**src/rtl/wgm_pkg.sv**
```systemverilog
// wgm_pkg: shared constants and types for the wildcard glob matcher
// used by wgm_step and wildcard_glob_matcher; no dependencies
package wgm_pkg;

  localparam int MAX_PATTERN = 8;     // pattern bytes held in configuration
  localparam int CHAR_W      = 8;
  localparam int PATTERN_W   = 64;    // eight bytes, first in lowest byte
  localparam int POS_W       = 4;     // holds positions 0..MAX_PATTERN
  localparam int LEN_W       = 4;
  localparam int CFG_IDX_W   = 2;

  // configuration register indexes
  localparam logic [CFG_IDX_W-1:0] REG_PATTERN_CHARS  = 2'd0;
  localparam logic [CFG_IDX_W-1:0] REG_PATTERN_LENGTH = 2'd1;
  localparam logic [CFG_IDX_W-1:0] REG_CASE_FOLD      = 2'd2;

  // matching state carried between iterations
  typedef struct packed {
    logic [POS_W-1:0] pattern_pos;
    logic             star_active;
    logic             resume_valid;
    logic [POS_W-1:0] resume_pos;
    logic             decided_end;
    logic             still_ok;
    logic             after_star;   // star just taken, look-ahead check pending
  } match_state_t;

  localparam match_state_t STATE_CLEAR = '{
    pattern_pos:  '0,
    star_active:  1'b0,
    resume_valid: 1'b0,
    resume_pos:   '0,
    decided_end:  1'b0,
    still_ok:     1'b1,
    after_star:   1'b0
  };

endpackage

```
**src/rtl/wildcard_glob_matcher.sv**
```systemverilog
// wildcard_glob_matcher: streaming glob matcher, top level
// sequencer around the shared wgm_step iteration unit
// depends on wgm_pkg and wgm_step
//
//  channel   signals                          direction  carries
//  text      text_valid, text_stall, text_char   in      one text byte per request
//  result    result_valid, result_stall, matched out     match bit at terminator
//  cfg       cfg_write, cfg_index, cfg_data      in      register write, no read-back
//
// a request is taken only while the sequencer is idle (text_stall low)
// each byte then steps through the pattern one iteration at a time
//   (a star adds a look-ahead check), using the single compare unit on the pattern position
// a terminator then loads the result register, waiting while it is still full
// synchronous active-high reset clears all but the cur_char and matched registers
// result_stall holds the result register; text is taken until the next terminator
module wildcard_glob_matcher (
  input  logic                            clk,
  input  logic                            rst,
  input  logic                            text_valid,
  output logic                            text_stall,
  input  logic [wgm_pkg::CHAR_W-1:0]      text_char,
  output logic                            result_valid,
  input  logic                            result_stall,
  output logic                            matched,
  input  logic                            cfg_write,
  input  logic [wgm_pkg::CFG_IDX_W-1:0]   cfg_index,
  input  logic [wgm_pkg::PATTERN_W-1:0]   cfg_data
);

  // sequencer states
  localparam logic [1:0] ST_IDLE = 2'd0;  // waiting for a text byte
  localparam logic [1:0] ST_STEP = 2'd1;  // iterating on the held byte
  localparam logic [1:0] ST_FIN  = 2'd2;  // terminator: load result, clear state

  logic [1:0]                     state;
  logic [wgm_pkg::CHAR_W-1:0]     cur_char;
  wgm_pkg::match_state_t          mst;
  wgm_pkg::match_state_t          mst_next;
  logic                           consumed;
  logic                           slot_free;

  // configuration registers
  logic [wgm_pkg::PATTERN_W-1:0]  pattern_chars;
  logic [wgm_pkg::LEN_W-1:0]      pattern_length;
  logic                           case_fold;

  always_ff @(posedge clk) begin
    if (rst) begin
      pattern_chars  <= '0;
      pattern_length <= '0;
      case_fold      <= 1'b0;
    end else if (cfg_write) begin
      unique case (cfg_index)
        wgm_pkg::REG_PATTERN_CHARS:  pattern_chars  <= cfg_data;
        wgm_pkg::REG_PATTERN_LENGTH: pattern_length <= cfg_data[wgm_pkg::LEN_W-1:0];
        wgm_pkg::REG_CASE_FOLD:      case_fold      <= cfg_data[0];
        default: ;  // unused index, write dropped
      endcase
    end
  end

  // shared iteration unit
  wgm_step u_step (
    .pattern_chars  (pattern_chars),
    .pattern_length (pattern_length),
    .case_fold      (case_fold),
    .text_char      (cur_char),
    .cur            (mst),
    .nxt            (mst_next),
    .consumed       (consumed)
  );

  assign text_stall = (state != ST_IDLE);
  // result register can take a new value this cycle
  assign slot_free  = !result_valid || !result_stall;

  always_ff @(posedge clk) begin
    if (rst) begin
      state        <= ST_IDLE;
      mst          <= wgm_pkg::STATE_CLEAR;
      result_valid <= 1'b0;
    end else begin
      // result register: loaded at the terminator, emptied when taken
      if (state == ST_FIN && slot_free) begin
        result_valid <= 1'b1;
      end else if (!result_stall) begin
        result_valid <= 1'b0;
      end
      unique case (state)
        ST_IDLE: begin
          if (text_valid) begin
            state <= ST_STEP;
          end
        end
        ST_STEP: begin
          mst <= mst_next;
          if (consumed) begin
            // non-terminator bytes give no result
            state <= (cur_char == '0) ? ST_FIN : ST_IDLE;
          end
        end
        ST_FIN: begin
          if (slot_free) begin
            mst          <= wgm_pkg::STATE_CLEAR;
            state        <= ST_IDLE;
          end
        end
        default: begin
          state <= ST_IDLE;
        end
      endcase
    end
  end

  // payload registers
  always_ff @(posedge clk) begin
    if (state == ST_IDLE && text_valid) begin
      cur_char <= text_char;
    end
    if (state == ST_FIN && slot_free) begin
      matched <= mst.still_ok;
    end
  end

`ifndef SYNTH
  // a new result only comes out of the terminator state
  a_result_from_fin: assert property (@(posedge clk) disable iff (rst)
    $rose(result_valid) |-> $past(state == ST_FIN))
    else $error("result raised outside terminator handling");

  // pattern position never exceeds MAX_PATTERN
  a_pos_bound: assert property (@(posedge clk) disable iff (rst)
    mst.pattern_pos <= wgm_pkg::POS_W'(wgm_pkg::MAX_PATTERN))
    else $error("pattern position out of range");

  // a resume point always sits just after some star
  a_resume_pos: assert property (@(posedge clk) disable iff (rst)
    mst.resume_valid |-> (mst.resume_pos != '0))
    else $error("resume point at position zero");

  // emitting a result leaves the matcher cleared for the next string
  a_clear_after_fin: assert property (@(posedge clk) disable iff (rst)
    (state == ST_FIN && slot_free) |=>
      (mst.still_ok && mst.pattern_pos == '0 && !mst.resume_valid && state == ST_IDLE))
    else $error("state not cleared after terminator");
`endif

endmodule

```
**src/rtl/wgm_step.sv**
```systemverilog
// wgm_step: one iteration of the glob matching loop, shared across cycles
// fetches one pattern byte, compares it with the held text byte
// depends on wgm_pkg
module wgm_step (
  input  logic [wgm_pkg::PATTERN_W-1:0] pattern_chars,
  input  logic [wgm_pkg::LEN_W-1:0]     pattern_length,
  input  logic                          case_fold,
  input  logic [wgm_pkg::CHAR_W-1:0]    text_char,
  input  wgm_pkg::match_state_t         cur,
  output wgm_pkg::match_state_t         nxt,
  output logic                          consumed
);

  localparam logic [wgm_pkg::CHAR_W-1:0] GLOB_ONE = 8'h3F;
  localparam logic [wgm_pkg::CHAR_W-1:0] GLOB_ANY = 8'h2A;

  function automatic logic [wgm_pkg::CHAR_W-1:0] fold(
    input logic [wgm_pkg::CHAR_W-1:0] ch,
    input logic                       en
  );
    logic [wgm_pkg::CHAR_W-1:0] r;
    r = ch;
    if (en && ch >= 8'h41 && ch <= 8'h5A) begin
      r = ch + 8'h20;
    end
    return r;
  endfunction

  logic [wgm_pkg::LEN_W-1:0]  len_eff;
  logic [wgm_pkg::CHAR_W-1:0] pch;
  logic                       c_nz;
  logic                       eq;
  logic                       ret;
  logic [wgm_pkg::POS_W-1:0]  pos_inc;

  // clamp length, read the byte at the current position (zero past the end)
  always_comb begin
    if (pattern_length > wgm_pkg::LEN_W'(wgm_pkg::MAX_PATTERN)) begin
      len_eff = wgm_pkg::LEN_W'(wgm_pkg::MAX_PATTERN);
    end else begin
      len_eff = pattern_length;
    end
    if (cur.pattern_pos >= len_eff) begin
      pch = '0;
    end else begin
      pch = pattern_chars[cur.pattern_pos[2:0]*wgm_pkg::CHAR_W +: wgm_pkg::CHAR_W];
    end
  end

  assign c_nz    = (text_char != '0);
  assign eq      = (fold(pch, case_fold) == fold(text_char, case_fold));
  assign pos_inc = cur.pattern_pos + wgm_pkg::POS_W'(1);

  always_comb begin
    nxt = cur;
    ret = 1'b0;
    if (!cur.still_ok || cur.decided_end) begin
      ret = 1'b1;
    end else if (cur.after_star) begin
      nxt.after_star = 1'b0;
      if (pch == '0 || pch == GLOB_ONE) begin
        nxt.decided_end = 1'b1;
      end
    end else if (pch == GLOB_ONE) begin
      if (c_nz) begin
        nxt.pattern_pos = pos_inc;
        ret = 1'b1;
      end else begin
        nxt.still_ok = 1'b0;
      end
    end else if (pch == GLOB_ANY) begin
      nxt.pattern_pos  = pos_inc;
      nxt.star_active  = 1'b1;
      nxt.resume_valid = 1'b1;
      nxt.resume_pos   = pos_inc;
      nxt.after_star   = 1'b1;
    end else if (pch == '0) begin
      if (cur.star_active) begin
        if (c_nz) begin
          ret = 1'b1;
        end else begin
          nxt.decided_end = 1'b1;
        end
      end else if (c_nz) begin
        if (cur.resume_valid) begin
          nxt.star_active = 1'b1;
          nxt.pattern_pos = cur.resume_pos;
        end else begin
          nxt.still_ok = 1'b0;
        end
      end else begin
        nxt.decided_end = 1'b1;
      end
    end else begin
      if (cur.star_active) begin
        if (eq) begin
          nxt.star_active = 1'b0;
        end else if (c_nz) begin
          ret = 1'b1;
        end else begin
          nxt.still_ok = 1'b0;
        end
      end else if (eq) begin
        nxt.pattern_pos = pos_inc;
        ret = 1'b1;
      end else if (cur.resume_valid) begin
        nxt.star_active = 1'b1;
        nxt.pattern_pos = cur.resume_pos;
      end else begin
        nxt.still_ok = 1'b0;
      end
    end
  end

  // the byte is done once the loop returns or the outcome is settled
  assign consumed = ret || !nxt.still_ok || nxt.decided_end;

endmodule

```
**config.mk**
```make
export PLATFORM = sky130hd
export DESIGN_NAME = wildcard_glob_matcher
export DESIGN_NICKNAME = d
export VERILOG_FILES = /design/src/rtl/wgm_pkg.sv /design/src/rtl/wildcard_glob_matcher.sv /design/src/rtl/wgm_step.sv
export SDC_FILE = /design/constraint.sdc
export NUM_CORES = 1
export LEC_CHECK = 0
export ABC_CLOCK_PERIOD_IN_PS = 3200
export BUFFER_PORTS_ARGS = -buffer_cell sky130_fd_sc_hd__buf_2
export CORE_ASPECT_RATIO = 1.2
export CORE_UTILIZATION = 53
export CTS_BUF_LIST = sky130_fd_sc_hd__clkbuf_4 sky130_fd_sc_hd__clkbuf_8
export CTS_CLUSTER_SIZE = 20
export DETAILED_ROUTE_END_ITERATION = 12
export PLACE_DENSITY = 0.9
export SYNTH_ARGS = -nofsm -noshare
export SYNTH_HDL_FRONTEND = slang
export SYNTH_SLANG_ARGS = --single-unit
export TNS_END_PERCENT = 10
```
**constraint.sdc**
```tcl
create_clock -name clk -period 3.2 [get_ports clk]
set_input_delay 0.64 -clock clk [delete_from_list [all_inputs] [get_ports clk]]
set_output_delay 0.64 -clock clk [all_outputs]
set_load 0.005 [all_outputs]
```
==> flow_metrics.tcl, run 1 <==
set metrics [dict create \
    hp-start "text_char[5]" \
    seqCellArea_um2 1980 \
    num_vias 4524 \
    r2r_start "mst[9]" \
    status "finished with violations" \
    synth_cells 562 \
    syn_nets 651 \
    hold_viol 0 \
    nFillCells 701 \
    dpl-instance-area_um2 5530 \
    slew_viol_final 0 \
    overflow 0 \
    clkPwrFrac_pct 31.4 \
    crit_start "mst[9]" \
    synth_seq_cells 94 \
    fin_crit_sh_pct 101 \
    die_x_um 89.3 \
    async_flop_share_pct 0 \
    antenna_found_initial 0 \
    cts_buffer_depth 2 \
    antenna_left 0 \
    synth_warnings 0 \
    cts_buffers 9 \
    critPathMaxFanout 6 \
    core_um2 8700 \
    dpl.hpwl_mm 9.29 \
    setup_violations 1 \
    combPwrFrac_pct 21.8 \
    final_layout_size_suffix_gt1_share_pct 28.8 \
    first_iter_violations 231 \
    routed_wl_mm 12.5 \
    synth_edf_count 9 \
    area_growth_pct 22.3 \
    fp.dieH_um 107 \
    postLayoutSetupSlackWorst_ps -26.7 \
    htree_levels 3 \
    rsz0062_at_grt "true" \
    seq_power_share_pct 46.8 \
    route.detailed.wl_per_inst_um 16.0 \
    slew_headroom_pct 20.6 \
    grt_pass1_vias 4388 \
    first_pass_iters 7 \
    cp.required_ps 3500 \
    final_common_cell "nand2_1" \
    ir_worst_vdd_uv 386 \
    antenna_cells 0 \
    fin_nets 750 \
    tightest_slew_ps 1190 \
    crit_arrival_ps 3520 \
    p_sw_share_pct 30.3 \
    avgSynthCellArea_um2 8.62 \
    intPower_w 0.00199 \
    placementRows 37 \
    portBuffers 81 \
    min_period_ps 3230 \
    cts_root_buf "clkbuf_8" \
    fmax_mhz 310 \
    clock_skew_ps 12.9 \
    clk_latency_ps 380 \
    power_density_nw_per_um2 482 \
    seq_area_frac_synth_pct 40.7 \
    worstSetupPathType "register to register" \
    ioPinCount 82 \
    switching_power_w 0.000867 \
    post_synth_num_cell_types 66 \
    synth_area_um2 4850 \
    leakagePower_nw 2.31 \
    final_area_um2 5930 \
    gp_congestion 0.964 \
    cts_sinks 94 \
    crit_path_start_kind "register" \
    grt_usage_pct 27.7 \
    multi_input_area_um2 2780 \
    grt_max_degree 69 \
    min_path_type "input port to register" \
    drt-vias-per-instance 5.78 \
    start_util_pct 55.7 \
    mostFrequentLayoutCells "nand2_1 (141), dfxtp_1 (83), buf_2 (81)" \
    die_area_um2 9530 \
    grt_pass1_wl_mm 20.2 \
    route.detailed.drc 0 \
    violations "setup timing" \
    dominantRegCellSynth "dfxtp_1" \
    postLayoutCoreUtil_pct 68.1 \
    endpoint_kind "register" \
    dp.cells 759 \
    path_clk_slew_ps 100 \
    layout.cells.non_filler 783 \
    maxCapViolCount 0 \
    cts_tree "yes" \
]
[registers in the layout, summed over array words and instances, names as in the netlist]
signal / flops
mst: 13
pattern_length: 4
result_valid: 1
cur_char: 8
pattern_chars: 64
state: 2
case_fold: 1
matched: 1
[layer usage]
layer	wire, um	GRT usage, %
met4	389	11.3
met1	4910	31.0
met5	0	0
met3	609	5.85
met2	6590	49.9
[worst max-delay path, stage by stage (launching register included)]
cell      delay (ps)
dfxtp_2          350
buf_12           130
buf_12           120
mux4_2           500
o211ai_1         310
nor2_2           100
ha_1             330
nand4_1          110
nor4b_4          220
o211ai_1         160
o21a_2           260
a221o_1          310
a221oi_2         230
[power by group through the flow]
| stage | Sequential (W) | Clock (W) | Combinational [W] |
|---|---|---|---|
| finish | 0.00134 | 0.000898 | 0.000622 |
| global route | 0.00135 | 0.000956 | 0.000687 |
| CTS | 0.00134 | 0.000906 | 0.000594 |
| detailed placement | 0.00136 | 0 | 0.000587 |
| global placement | 0.00136 | 0 | 0.000571 |
| floorplan | 0.00133 | 0 | 0.000420 |
[final cells by class]
cell class,instances,share of cell area [%]
tap,117,2.47
sequential,94,33.4
clock buffer,9,2.09
multi-input combinational,423,46.8
timing repair buffer,120,12.6
inverter,13,0.866
clock inverter,7,1.75
[Yosys cell counts (6+ instances only)]
cell	count	area share, %
a21o_1	6	0.93
a21oi_1	78	8.1
clkbuf_1	24	1.9
dfxtp_1	85	35
edfxtp_1	9	5.6
ha_1	10	2.6
inv_1	11	0.85
mux2i_1	16	3.3
mux4_2	15	7.0
nand2_1	141	11
nand2b_1	7	0.90
nand3_1	14	1.4
nor2_1	26	2.0
o211ai_1	6	0.93
o21ai_0	10	1.0
or2_2	6	0.77
[final timing paths]
kind	endpoint	slack, ps	cells past startpoint
min reg2reg	pattern_chars[17]	460	2
max reg2reg	mst[9]	-30	12
min	cur_char[5]	440	1
max	mst[9]	-30	12
[cell families (layout without fill, tap and decap cells)]
family | Yosys count | count (layout) | synth area share, %
flip-flops | 94 | 94 | 40.7
AO/OA/AOI/OAI | 140 | 140 | 18.0
buffers and inverters | 45 | 149 | 4.26
AND/OR/NAND/NOR | 227 | 227 | 20.7
adder cells (fa/ha/maj) | 10 | 10 | 2.58
XOR/XNOR | 7 | 7 | 1.27
multiplexers | 39 | 39 | 12.5
[stage by stage]
stage	power, W	worst slack [ps]	setup TNS, ps	hold slack [ps]
6_report	0.00286	-26.7	-26.7	438
3_3_place_gp	0.00193	-0.671	-0.671	443
4_1_cts	0.00284	9.73	0	422
2_1_floorplan	0.00175	-3.87	-3.87	433
3_5_place_dp	0.00195	-91.4	-241	448
5_1_grt	0.00299	-157	-427	423
[what timing repair did]
item | 4_1_cts | 5_1_grt
setup buffers | 0 | 8
endpoints found under the setup margin | 6 | 6
hold buffers | 0 | 0
gates resized for setup | 3 | 17
pin swaps | 1 | 14
No activity file was read; power rests on OpenSTA's default activity.
==> inputs of run 2 (changes only) <==
--- a/config.mk
+++ b/config.mk
@@ -15,5 +15,6 @@
 export PLACE_DENSITY = 0.9
 export SYNTH_ARGS = -nofsm -noshare
 export SYNTH_HDL_FRONTEND = slang
+export SYNTH_HIERARCHICAL = 1
 export SYNTH_SLANG_ARGS = --single-unit
 export TNS_END_PERCENT = 10
==> run 2 against run 1 <==
Compared with the run above: the run still ends with setup timing left; clock-buffer cell count rose by 1; first-iteration DRC count increased by 58%; flip-flop and latch count stayed put; worst hold slack lost 9.7 ps; worst setup slack worse by 230 ps; critical path depth increased by 1; synthesized area is 3.8% higher; clock power is 0.7% higher; final cell count grew 4.3%; highest routed layer unchanged; clock skew fell by 4.4 ps; synthesized cell count rose by 6.9%.
==> flow_metrics.tcl, run 2 <==
set metrics [dict create \
    status "finished with violations" \
    violations "setup timing" \
    largest_register "pattern_chars" \
    grt_pass1_vias 4786 \
    largest_reg_flops 64 \
    gp_congestion 0.925 \
    postLayoutSetupSlackWorst_ps -262 \
    endpoint_kind "register" \
    final_layout_size_suffix_gt1_share_pct 28.4 \
    max_stage_delay_ps 530 \
    fmax_mhz 289 \
    leakagePower_nw 2.33 \
    antenna_left 0 \
    crit_chain "buf_12, mux4_2, mux2_4, nor4bb_1, a31oi_1, o21ai_1, o2111ai_4, buf_6, or4b_1, o2111ai_2, o31a_1, nand2_1, a21oi_1" \
    synth_cells 601 \
    clock_skew_ps 8.52 \
    dpl.hpwl_mm 9.31 \
    slew_headroom_pct 18.3 \
    area_growth_pct 21.7 \
    crit_path_start_kind "register" \
    die_x_um 91.0 \
    synth_common_cells "nand2_1 (170), a21oi_1 (92), dfxtp_1 (85)" \
    async_flop_share_pct 0 \
    route.detailed.wl_per_inst_um 16.6 \
    path_clk_slew_ps 100 \
    place_ws_ps -176 \
    synth_edf_count 9 \
    die_area_um2 9890 \
    htree_levels 3 \
    fin_nets 778 \
    first_pass_iters 5 \
    fin_crit_sh_pct 108 \
    overflow 0 \
    core_um2 9130 \
    antenna_found_initial 0 \
    post_synth_num_cell_types 60 \
    min_path_type "input port to register" \
    setup_violations 6 \
    cts_sinks 94 \
    cts_buffer_depth 2 \
    cts_tree "yes" \
    slowest_stage "mux4_2" \
    first_iter_violations 364 \
    worstSetupPathType "register to register" \
    rsz0062_at_grt "true" \
    seq_area_frac_synth_pct 39.2 \
    hold_viol 0 \
    mostFrequentLayoutCells "nand2_1 (170), a21oi_1 (87), dfxtp_1 (84)" \
    synth_seq_cells 94 \
    grt_max_degree 65 \
    hold_buffers 0 \
    placementRows 38 \
    synth_area_um2 5030 \
    drt-vias-per-instance 5.90 \
    final_common_cell "nand2_1" \
    dominantRegCellSynth "dfxtp_1" \
    min_period_ps 3460 \
    maxCapViolCount 0 \
    route.detailed.drc 0 \
    reg_top3 "pattern_chars: 64 flops, mst: 13 flops, cur_char: 8 flops" \
    ioPinCount 82 \
    slew_viol_final 0 \
    critPathMaxFanout 7 \
    dpl-instance-area_um2 5700 \
    grt_usage_pct 28.1 \
    synth_most_common_cell "nand2_1" \
    portBuffers 81 \
    fp.dieH_um 109 \
    num_vias 4824 \
    syn_nets 687 \
    cts_root_buf "clkbuf_8" \
    ir_worst_vdd_uv 341 \
    synthTopCellsByArea "dfxtp_1 (34%), nand2_1 (13%), a21oi_1 (9.1%)" \
    crit_arrival_ps 3770 \
    synth_top_area_cell "dfxtp_1" \
    clk_latency_ps 380 \
    cp.required_ps 3510 \
    routed_wl_mm 13.5 \
    final_area_um2 6120 \
    grt_pass1_wl_mm 22.0 \
    tightest_slew_ps 1220 \
    synthDominantCellAreaShare_pct 33.8 \
    synth_warnings 6 \
    cts_buffers 9 \
    avgSynthCellArea_um2 8.37 \
    start_util_pct 55.1 \
    power_density_nw_per_um2 397 \
    antenna_cells 0 \
]
[run 2: layout make-up]
type / instances / area (um2)
flip-flops and latches: 94 / 1980
repair buffers: 119 / 757
multi-input cells: 458 / 2980
inverters: 10 / 37.5
clock buffers: 10 / 131
fillers: 749 / 3010
clock inverters: 6 / 93.8
well taps: 120 / 150
[run 2: repair_timing]
item	in CTS	in global routing
buffers inserted	0	2
endpoints found under the setup margin	7	8
cloned	0	0
gates resized for setup	15	20
pin swaps	12	14
[run 2: routing by layer]
metal,GRT usage [%],vias up,share of wire (%)
met4,14.1,0,3.2
met3,4.32,37,4.6
met2,53.7,195,54
li1,-,2292,-
met5,0,-,0
met1,30.0,2300,39
[run 2: path summary, 6_finish.rpt]
path,startpoint,end,slack (ps),cells after the start
worst min register to register,pattern_chars[36],pattern_chars[36],460,2
worst max-delay path,mst[9],mst[11],-260,13
worst min-delay path,text_char[0],cur_char[0],430,1
worst max register to register,mst[9],mst[11],-260,13
[run 2: report_power, final]
group	switching [W]	total (W)	internal (W)	leakage (nW)
registers	0.0000313	0.00126	0.00123	0.777
logic	0.000150	0.000267	0.000117	1.44
clock network	0.000447	0.000904	0.000457	0.116
[run 2: cells by family (layout without fill, tap and decap cells)]
logic type	after synthesis	count (layout)	synth area share (%)
AND/OR/NAND/NOR	250	250	21.8
AO/OA/AOI/OAI	155	155	18.4
flip-flops	94	94	39.2
buffers and inverters	49	145	5.57
multiplexers	38	38	11.9
XOR/XNOR	8	8	1.39
adder cells (fa/ha/maj)	7	7	1.74
[run 2: critical path: cells and delay by family (launching register included)]
family | cells | cell delay, ps
AOI/OAI and AO/OA | 6 | 1000
buffers and inverters | 2 | 310
DFF | 1 | 400
muxes | 2 | 860
and+or+nand+nor | 3 | 830
[run 2: per-stage QoR]
| stage | power [W] | TNS, ps | cells | utilization [%] | hold WS, ps |
|---|---|---|---|---|---|
| 2_1_floorplan | 0.00143 | 0 | 601 | - | 433 |
| 3_3_place_gp | 0.00152 | -536 | 799 | 62.4 | 439 |
| 3_5_place_dp | 0.00153 | -801 | 799 | 62.4 | 443 |
| 4_1_cts | 0.00242 | -256 | 815 | 65.6 | 423 |
| 5_1_grt | 0.00251 | -1630 | 817 | 67.1 | 424 |
| 6_report | 0.00243 | -730 | 817 | 67.1 | 428 |
